**src/rtl/bps_pkg.sv**
```systemverilog
// shared types and constants of the beep pattern sequencer
`timescale 1ns / 1ps

package bps_pkg;

    localparam int unsigned CNT_W       = 8;
    localparam int unsigned S_TDATA_W   = 32;
    localparam int unsigned S_TUSER_W   = 2;
    localparam int unsigned M_TDATA_W   = 16;

    typedef logic [CNT_W-1:0] cnt_t;

    typedef enum logic [S_TUSER_W-1:0] {
        KIND_BEEP_REQ   = 2'd0,
        KIND_SLOW_TICK  = 2'd1,
        KIND_TONE_TICK  = 2'd2,
        KIND_UNUSED     = 2'd3
    } kind_t;

endpackage

```
**src/rtl/beep_pattern_sequencer_core.sv**
```systemverilog
// buzzer beep pattern sequencer, single-pass stream core
`timescale 1ns / 1ps

//  channel | dir | ports                          | contents
//  --------+-----+--------------------------------+-------------------------------------
//  s_      | in  | s_tvalid s_tready s_tdata s_tuser | kind, beep/on/off lengths, mute
//  m_      | out | m_tvalid m_tready m_tdata      | pin level, sounding, beeps remaining
//
//  each request passes through the input register and then the result register,
//  and one request is taken every cycle while results are taken or the result register is free
//  the rate is set by the single state update between the two registers
//  aresetn is synchronous, active low, and clears the state counters, flags and valids
//  a stalled result holds the result register; the input register fills behind it,
//  after which s_tready drops until the result is taken

module beep_pattern_sequencer_core
    import bps_pkg::*;
(
    input  logic                 aclk,
    input  logic                 aresetn,
    input  logic                 s_tvalid,
    output logic                 s_tready,
    // [7:0] beep_count, [15:8] on_ticks, [23:16] off_ticks, [24] mute, [31:25] zero
    input  logic [S_TDATA_W-1:0] s_tdata,
    // [1:0] kind
    input  logic [S_TUSER_W-1:0] s_tuser,
    output logic                 m_tvalid,
    input  logic                 m_tready,
    // [0] pin_level, [1] sounding, [9:2] beeps_remaining, [15:10] zero
    output logic [M_TDATA_W-1:0] m_tdata
);

    // input register
    logic                 in_valid_reg, in_valid_next;
    kind_t                in_kind_reg;
    cnt_t                 in_beeps_reg, in_on_reg, in_off_reg;
    logic                 in_mute_reg;

    // result register
    logic                 out_valid_reg, out_valid_next;
    logic                 out_pin_reg, out_sound_reg;
    cnt_t                 out_beeps_reg;

    // sequencer state
    cnt_t on_left_reg, on_left_next;
    cnt_t off_left_reg, off_left_next;
    cnt_t beeps_left_reg, beeps_left_next;
    cnt_t on_reload_reg, on_reload_next;
    cnt_t off_reload_reg, off_reload_next;
    cnt_t pend_beeps_reg, pend_beeps_next;
    cnt_t pend_on_reg, pend_on_next;
    cnt_t pend_off_reg, pend_off_next;
    logic req_pend_reg, req_pend_next;
    logic mute_seen_reg, mute_seen_next;
    logic tone_pin_reg, tone_pin_next;

    logic s_take;
    logic advance;

    // working values of a slow tick after the load step
    logic suppress;
    cnt_t ld_on, ld_off, ld_beeps, ld_on_rl, ld_off_rl;

    // the held item moves on when the result register is free or being emptied
    assign advance  = in_valid_reg && (!out_valid_reg || m_tready);
    assign s_tready = !in_valid_reg || advance;
    assign s_take   = s_tvalid && s_tready;

    always_comb begin
        in_valid_next = in_valid_reg;
        if (s_take) begin
            in_valid_next = 1'b1;
        end else if (advance) begin
            in_valid_next = 1'b0;
        end
        out_valid_next = out_valid_reg;
        if (advance) begin
            out_valid_next = 1'b1;
        end else if (m_tready) begin
            out_valid_next = 1'b0;
        end
    end

    always_comb begin
        on_left_next    = on_left_reg;
        off_left_next   = off_left_reg;
        beeps_left_next = beeps_left_reg;
        on_reload_next  = on_reload_reg;
        off_reload_next = off_reload_reg;
        pend_beeps_next = pend_beeps_reg;
        pend_on_next    = pend_on_reg;
        pend_off_next   = pend_off_reg;
        req_pend_next   = req_pend_reg;
        mute_seen_next  = mute_seen_reg;
        tone_pin_next   = tone_pin_reg;

        // mute check: a change always allows the load, steady mute blocks it
        suppress  = (in_mute_reg == mute_seen_reg) && in_mute_reg;
        ld_on     = on_left_reg;
        ld_off    = off_left_reg;
        ld_beeps  = beeps_left_reg;
        ld_on_rl  = on_reload_reg;
        ld_off_rl = off_reload_reg;
        if (req_pend_reg && !suppress) begin
            ld_on     = '0;
            ld_off    = '0;
            ld_beeps  = pend_beeps_reg;
            ld_on_rl  = pend_on_reg;
            ld_off_rl = pend_off_reg;
        end

        unique case (in_kind_reg)
            KIND_BEEP_REQ: begin
                // last request before a slow tick wins
                pend_beeps_next = in_beeps_reg;
                pend_on_next    = in_on_reg;
                pend_off_next   = in_off_reg;
                req_pend_next   = 1'b1;
            end
            KIND_SLOW_TICK: begin
                mute_seen_next  = in_mute_reg;
                req_pend_next   = 1'b0;
                on_reload_next  = ld_on_rl;
                off_reload_next = ld_off_rl;
                on_left_next    = ld_on;
                off_left_next   = ld_off;
                beeps_left_next = ld_beeps;
                // countdown: on phase, then off phase, then start next beep
                priority if (ld_on != '0) begin
                    on_left_next = ld_on - cnt_t'(1);
                end else if (ld_off != '0) begin
                    off_left_next = ld_off - cnt_t'(1);
                end else if (ld_beeps != '0) begin
                    beeps_left_next = ld_beeps - cnt_t'(1);
                    on_left_next    = ld_on_rl;
                    off_left_next   = ld_off_rl;
                end
            end
            KIND_TONE_TICK: begin
                tone_pin_next = (on_left_reg != '0) ? !tone_pin_reg : 1'b0;
            end
            default: begin
                // unused kind only reports
            end
        endcase
    end

    // control state
    always_ff @(posedge aclk) begin
        if (!aresetn) begin
            in_valid_reg   <= 1'b0;
            out_valid_reg  <= 1'b0;
            on_left_reg    <= '0;
            off_left_reg   <= '0;
            beeps_left_reg <= '0;
            on_reload_reg  <= '0;
            off_reload_reg <= '0;
            pend_beeps_reg <= '0;
            pend_on_reg    <= '0;
            pend_off_reg   <= '0;
            req_pend_reg   <= 1'b0;
            mute_seen_reg  <= 1'b0;
            tone_pin_reg   <= 1'b0;
        end else begin
            in_valid_reg   <= in_valid_next;
            out_valid_reg  <= out_valid_next;
            if (advance) begin
                on_left_reg    <= on_left_next;
                off_left_reg   <= off_left_next;
                beeps_left_reg <= beeps_left_next;
                on_reload_reg  <= on_reload_next;
                off_reload_reg <= off_reload_next;
                pend_beeps_reg <= pend_beeps_next;
                pend_on_reg    <= pend_on_next;
                pend_off_reg   <= pend_off_next;
                req_pend_reg   <= req_pend_next;
                mute_seen_reg  <= mute_seen_next;
                tone_pin_reg   <= tone_pin_next;
            end
        end
    end

    // payload registers
    always_ff @(posedge aclk) begin
        if (s_take) begin
            in_kind_reg  <= kind_t'(s_tuser);
            in_beeps_reg <= s_tdata[7:0];
            in_on_reg    <= s_tdata[15:8];
            in_off_reg   <= s_tdata[23:16];
            in_mute_reg  <= s_tdata[24];
        end
        if (advance) begin
            out_pin_reg   <= tone_pin_next;
            out_sound_reg <= (on_left_next != '0);
            out_beeps_reg <= beeps_left_next;
        end
    end

    assign m_tvalid = out_valid_reg;
    assign m_tdata  = {6'b0, out_beeps_reg, out_sound_reg, out_pin_reg};

endmodule

```
**config.mk**
```make
export PLATFORM = sky130hd
export DESIGN_NAME = beep_pattern_sequencer_core
export DESIGN_NICKNAME = d
export VERILOG_FILES = /design/src/rtl/bps_pkg.sv /design/src/rtl/beep_pattern_sequencer_core.sv
export SDC_FILE = /design/constraint.sdc
export NUM_CORES = 1
export LEC_CHECK = 0
export ABC_AREA = 1
export BUFFER_PORTS_ARGS = -buffer_cell sky130_fd_sc_hd__buf_4
export CORE_MARGIN = 4
export CORE_UTILIZATION = 34
export CTS_CLUSTER_DIAMETER = 30
export DETAILED_ROUTE_END_ITERATION = 12
export GPL_ROUTABILITY_DRIVEN = 0
export GPL_TIMING_DRIVEN = 1
export PLACE_DENSITY = 0.63
export SYNTH_ARGS = -nofsm -noshare
export SYNTH_HDL_FRONTEND = slang
export SYNTH_SLANG_ARGS = --single-unit
```
**constraint.sdc**
```tcl
create_clock -name aclk -period 2.8 [get_ports aclk]
set_clock_uncertainty 0.05 [all_clocks]
set_input_delay 0.14 -clock aclk [delete_from_list [all_inputs] [get_ports aclk]]
set_output_delay 0.14 -clock aclk [all_outputs]
set_load 0.005 [all_outputs]
```
==> flow_metrics.py <==
metrics = {
    "logic_synthesis": {
        "ys_ff_latch": 106,
        "synth_ff_type": "dfxtp_1",
        "synth_cell_type_count": 44,
        "synth_edf_count": 37,
        "async_reset_ff_frac": 0,
        "synth_cells": 647,
        "ys_seq_area_frac": 0.4834,
        "postSynthAreaPerCell_um2": 7.969,
        "synth_warnings": 0,
        "netlist_area_um2": 5156,
    },
    "sta": {
        "maxClockFrequency_mhz": 395.2,
        "hold_viol": 0,
        "setup_viol": 0,
        "fin_ws_ns": 0.2695,
        "final.setup.tns_ns": 0,
        "rsz0062_at_grt": "no",
        "fin_crit_sh": 0.9038,
        "report.final.slew_viol_count": 0,
        "layout_min_cycle_time_ns": 2.531,
        "timing.hold.ws_ns": 0.02805,
    },
    "final_layout": {
        "stdcell_count": 911,
        "drive_gt1_frac": 0.1609,
        "area_growth_pct": 21.52,
        "num_antenna_cells": 0,
        "nNetsFinal": 763,
        "fin_util": 0.4263,
        "num-fill-cells": 1418,
    },
    "floorplanning": {
        "die_w_um": 131.1,
        "core_area_um2": 14700,
        "num_rows": 44,
        "start_util": 0.3508,
        "die_area_um2": 17200,
        "die_h_um": 131.1,
        "io_pins": 56,
    },
    "placed_design": {
        "dp.cells": 868,
        "dp_hpwl_mm": 8.033,
        "dp_slack_ns": 0.2148,
        "io_buffers": 42,
    },
    "cts": {
        "insertion_delay_ns": 0.35,
        "htree_num_levels": 3,
        "cts_tree": "built",
        "path_clk_slew_ns": 0.07,
        "cts.sinks": 106,
        "ctsLongestPathBuffers": 2,
        "cts_root_buf": "clkbuf_16",
        "cts_made_buffers": 9,
    },
    "run": {
        "cap_violations": 0,
    },
    "critical_path": {
        "cp_top_family": "simple AND/OR/NAND/NOR gates",
        "cp_slowest_stage_delay_ns": 0.41,
        "cp_slowest_cell": "edfxtp_1",
        "cp.buffers_inverters": 3,
        "rr_startpoint": "in_mute_reg",
        "crit_arrival_ns": 2.58,
        "crit_fanout": 13,
        "cp_data_required_time_ns": 2.85,
        "crit_path_frequent_cell": "nand2_1",
        "worstSetupStartpointType": "register",
        "path_class": "reg -> reg",
        "cp_cell_sequence": "nand2_2 > nand2_8 > inv_2 > nor2_1 > inv_1 > ha_1 > nand2_1 > nor2_8 > inv_2 > a21oi_1 > nand2_1 > nand2_1 > nand3_1 > nor2_1 > nand2_1",
        "end_kind": "register",
        "startpoint": "in_mute_reg",
    },
    "drt": {
        "vias": 4244,
        "firstDrtPassIters": 5,
        "wl_per_cell_um": 12.58,
        "via_per_inst": 4.659,
        "antenna_left": 0,
        "drc": 0,
        "wirelength_mm": 11.46,
        "dr.first_iter.drc_count": 247,
    },
    "pwr": {
        "power_density_nw_per_um2": 580.7,
        "p_switching_w": 0.001040,
        "switching_share": 0.2857,
        "leakage_nw": 2.789,
        "peakVddDrop_mv": 0.4708,
        "seq_power_share": 0.467,
        "clkPwrFrac": 0.341,
        "p_comb_frac": 0.192,
        "intPower_w": 0.002599,
    },
    "grt": {
        "first_global_vias": 3954,
        "gr-total-overflow": 0,
        "antenna_found_initial": 0,
        "grt_first_pass_wirelength_mm": 19.87,
        "grt_max_degree": 36,
        "met2_usage": 0.2065,
        "met3_usage": 0.02714,
        "grt.total_usage": 0.1397,
        "grt.busiest_layer": "met2",
        "use_met1": 0.2035,
    },
    "run_status": {
        "outcome": "completed",
    },
    "worst_hold_path": {
        "min_path_type": "in -> reg",
        "hold_start": "m_tready",
    },
}
[metal layers]
metal	wire length (µm)	part of all wire	vias up
li1	-	-	2277
met1	5849	0.51	1866
met2	4903	0.43	91
met3	522	0.046	10
met4	187	0.016	0
met5	0	0	-
[final cells by class]
cell class / count / area [µm²] / share of cell area
inverters: 83 / 316.6 / 0.05052
clock buffers: 12 / 256.5 / 0.04093
repair buffers: 93 / 765.7 / 0.1222
clock inverters: 4 / 35.03 / 0.005591
multi-input cells: 429 / 2170 / 0.3462
well taps: 184 / 230.2 / 0.03674
flip-flops and latches: 106 / 2492 / 0.3978
[worst register-to-register path: cells and delay by family, from the launching register on]
| kind | cells | cell delay, ns |
|---|---|---|
| DFF | 1 | 0.41 |
| adders and majority gates | 1 | 0.17 |
| AOI/OAI and AO/OA | 1 | 0.15 |
| and+or+nand+nor | 10 | 1.18 |
| buffers and inverters | 3 | 0.32 |
[synthesized netlist by cell type, types with 5 or more instances]
library cell  instances  share of area
nand3_1              53          0.051
nand4_1               5         0.0061
a21oi_1              50          0.049
nor2_1               35          0.025
nand2_1             152           0.11
clkbuf_1             16          0.012
o211ai_1              5         0.0073
buf_6                 5          0.011
edfxtp_1             37           0.22
buf_4                10          0.015
dfxtp_1              69           0.27
nand2_2               7         0.0085
o21ai_1               7         0.0068
o21ai_0              51          0.050
inv_1                77          0.056
o22ai_1              14          0.017
[power groups by stage]
| stage | clock (W) | combinational, W | sequential, W |
|---|---|---|---|
| floorplan | 0 | 0.000495 | 0.00173 |
| global placement | 0 | 0.000662 | 0.00173 |
| detailed placement | 0 | 0.000668 | 0.00173 |
| CTS | 0.00128 | 0.000700 | 0.00170 |
| global route | 0.00135 | 0.000794 | 0.00170 |
| finish | 0.00124 | 0.000700 | 0.00170 |
[stage by stage]
stage / total power [W] / area (µm²)
6_report: 0.003639 / 6266
5_1_grt: 0.003847 / 6266
4_1_cts: 0.003672 / 6257
3_5_place_dp: 0.002400 / 5695
3_3_place_gp: 0.002394 / 5695
2_1_floorplan: 0.002222 / 5175
[cell families after synthesis]
group,synth area share
fa+ha+maj,0.007281
flops,0.4834
other cells,0.0007273
buf+inv,0.1012
compound gates,0.1517
xor+xnor,0.005097
simple gates,0.2507
[timing repair]
item | CTS | global route
setup buffers | 0 | 0
endpoints found under the hold margin | 27 | 0
hold buffers | 27 | 0
resized for setup | 0 | 1
endpoints found under the setup margin | 0 | 1
[path summary, 6_finish.rpt]
path / cells after the start / slack [ns] / to
hold reg to reg: 2 / 0.40 / pend_off_reg[7]
setup reg to reg: 15 / 0.27 / out_sound_reg
setup / recovery: 15 / 0.27 / out_sound_reg
hold / removal: 4 / 0.03 / m_tvalid
[layout by cell type, fill, tap and decap left out, types with 2 or more instances in the layout]
cell type,instances
o22ai_1,14
edfxtp_1,37
dfxtp_1,69
a22o_1,2
nor3_2,2
o211ai_1,5
xor2_1,2
nand3_1,53
clkbuf_16,9
nand2_1,152
or2_2,2
o21a_1,2
o21ai_2,2
inv_6,2
nand2_2,7
o21ai_1,7
nor2_1,35
ha_1,3
a21oi_1,50
dlygate4sd3_1,27
nand2_4,3
nand3b_1,4
and2_1,2
nand4_1,5
inv_2,4
nor2_2,2
inv_1,77
clkbuf_8,2
buf_4,66
o21ai_0,51
o21ai_4,2
conb_1,6
nand3_2,4
clkinv_4,3
nor2_4,3
No activity file was read; power rests on OpenSTA's default activity.
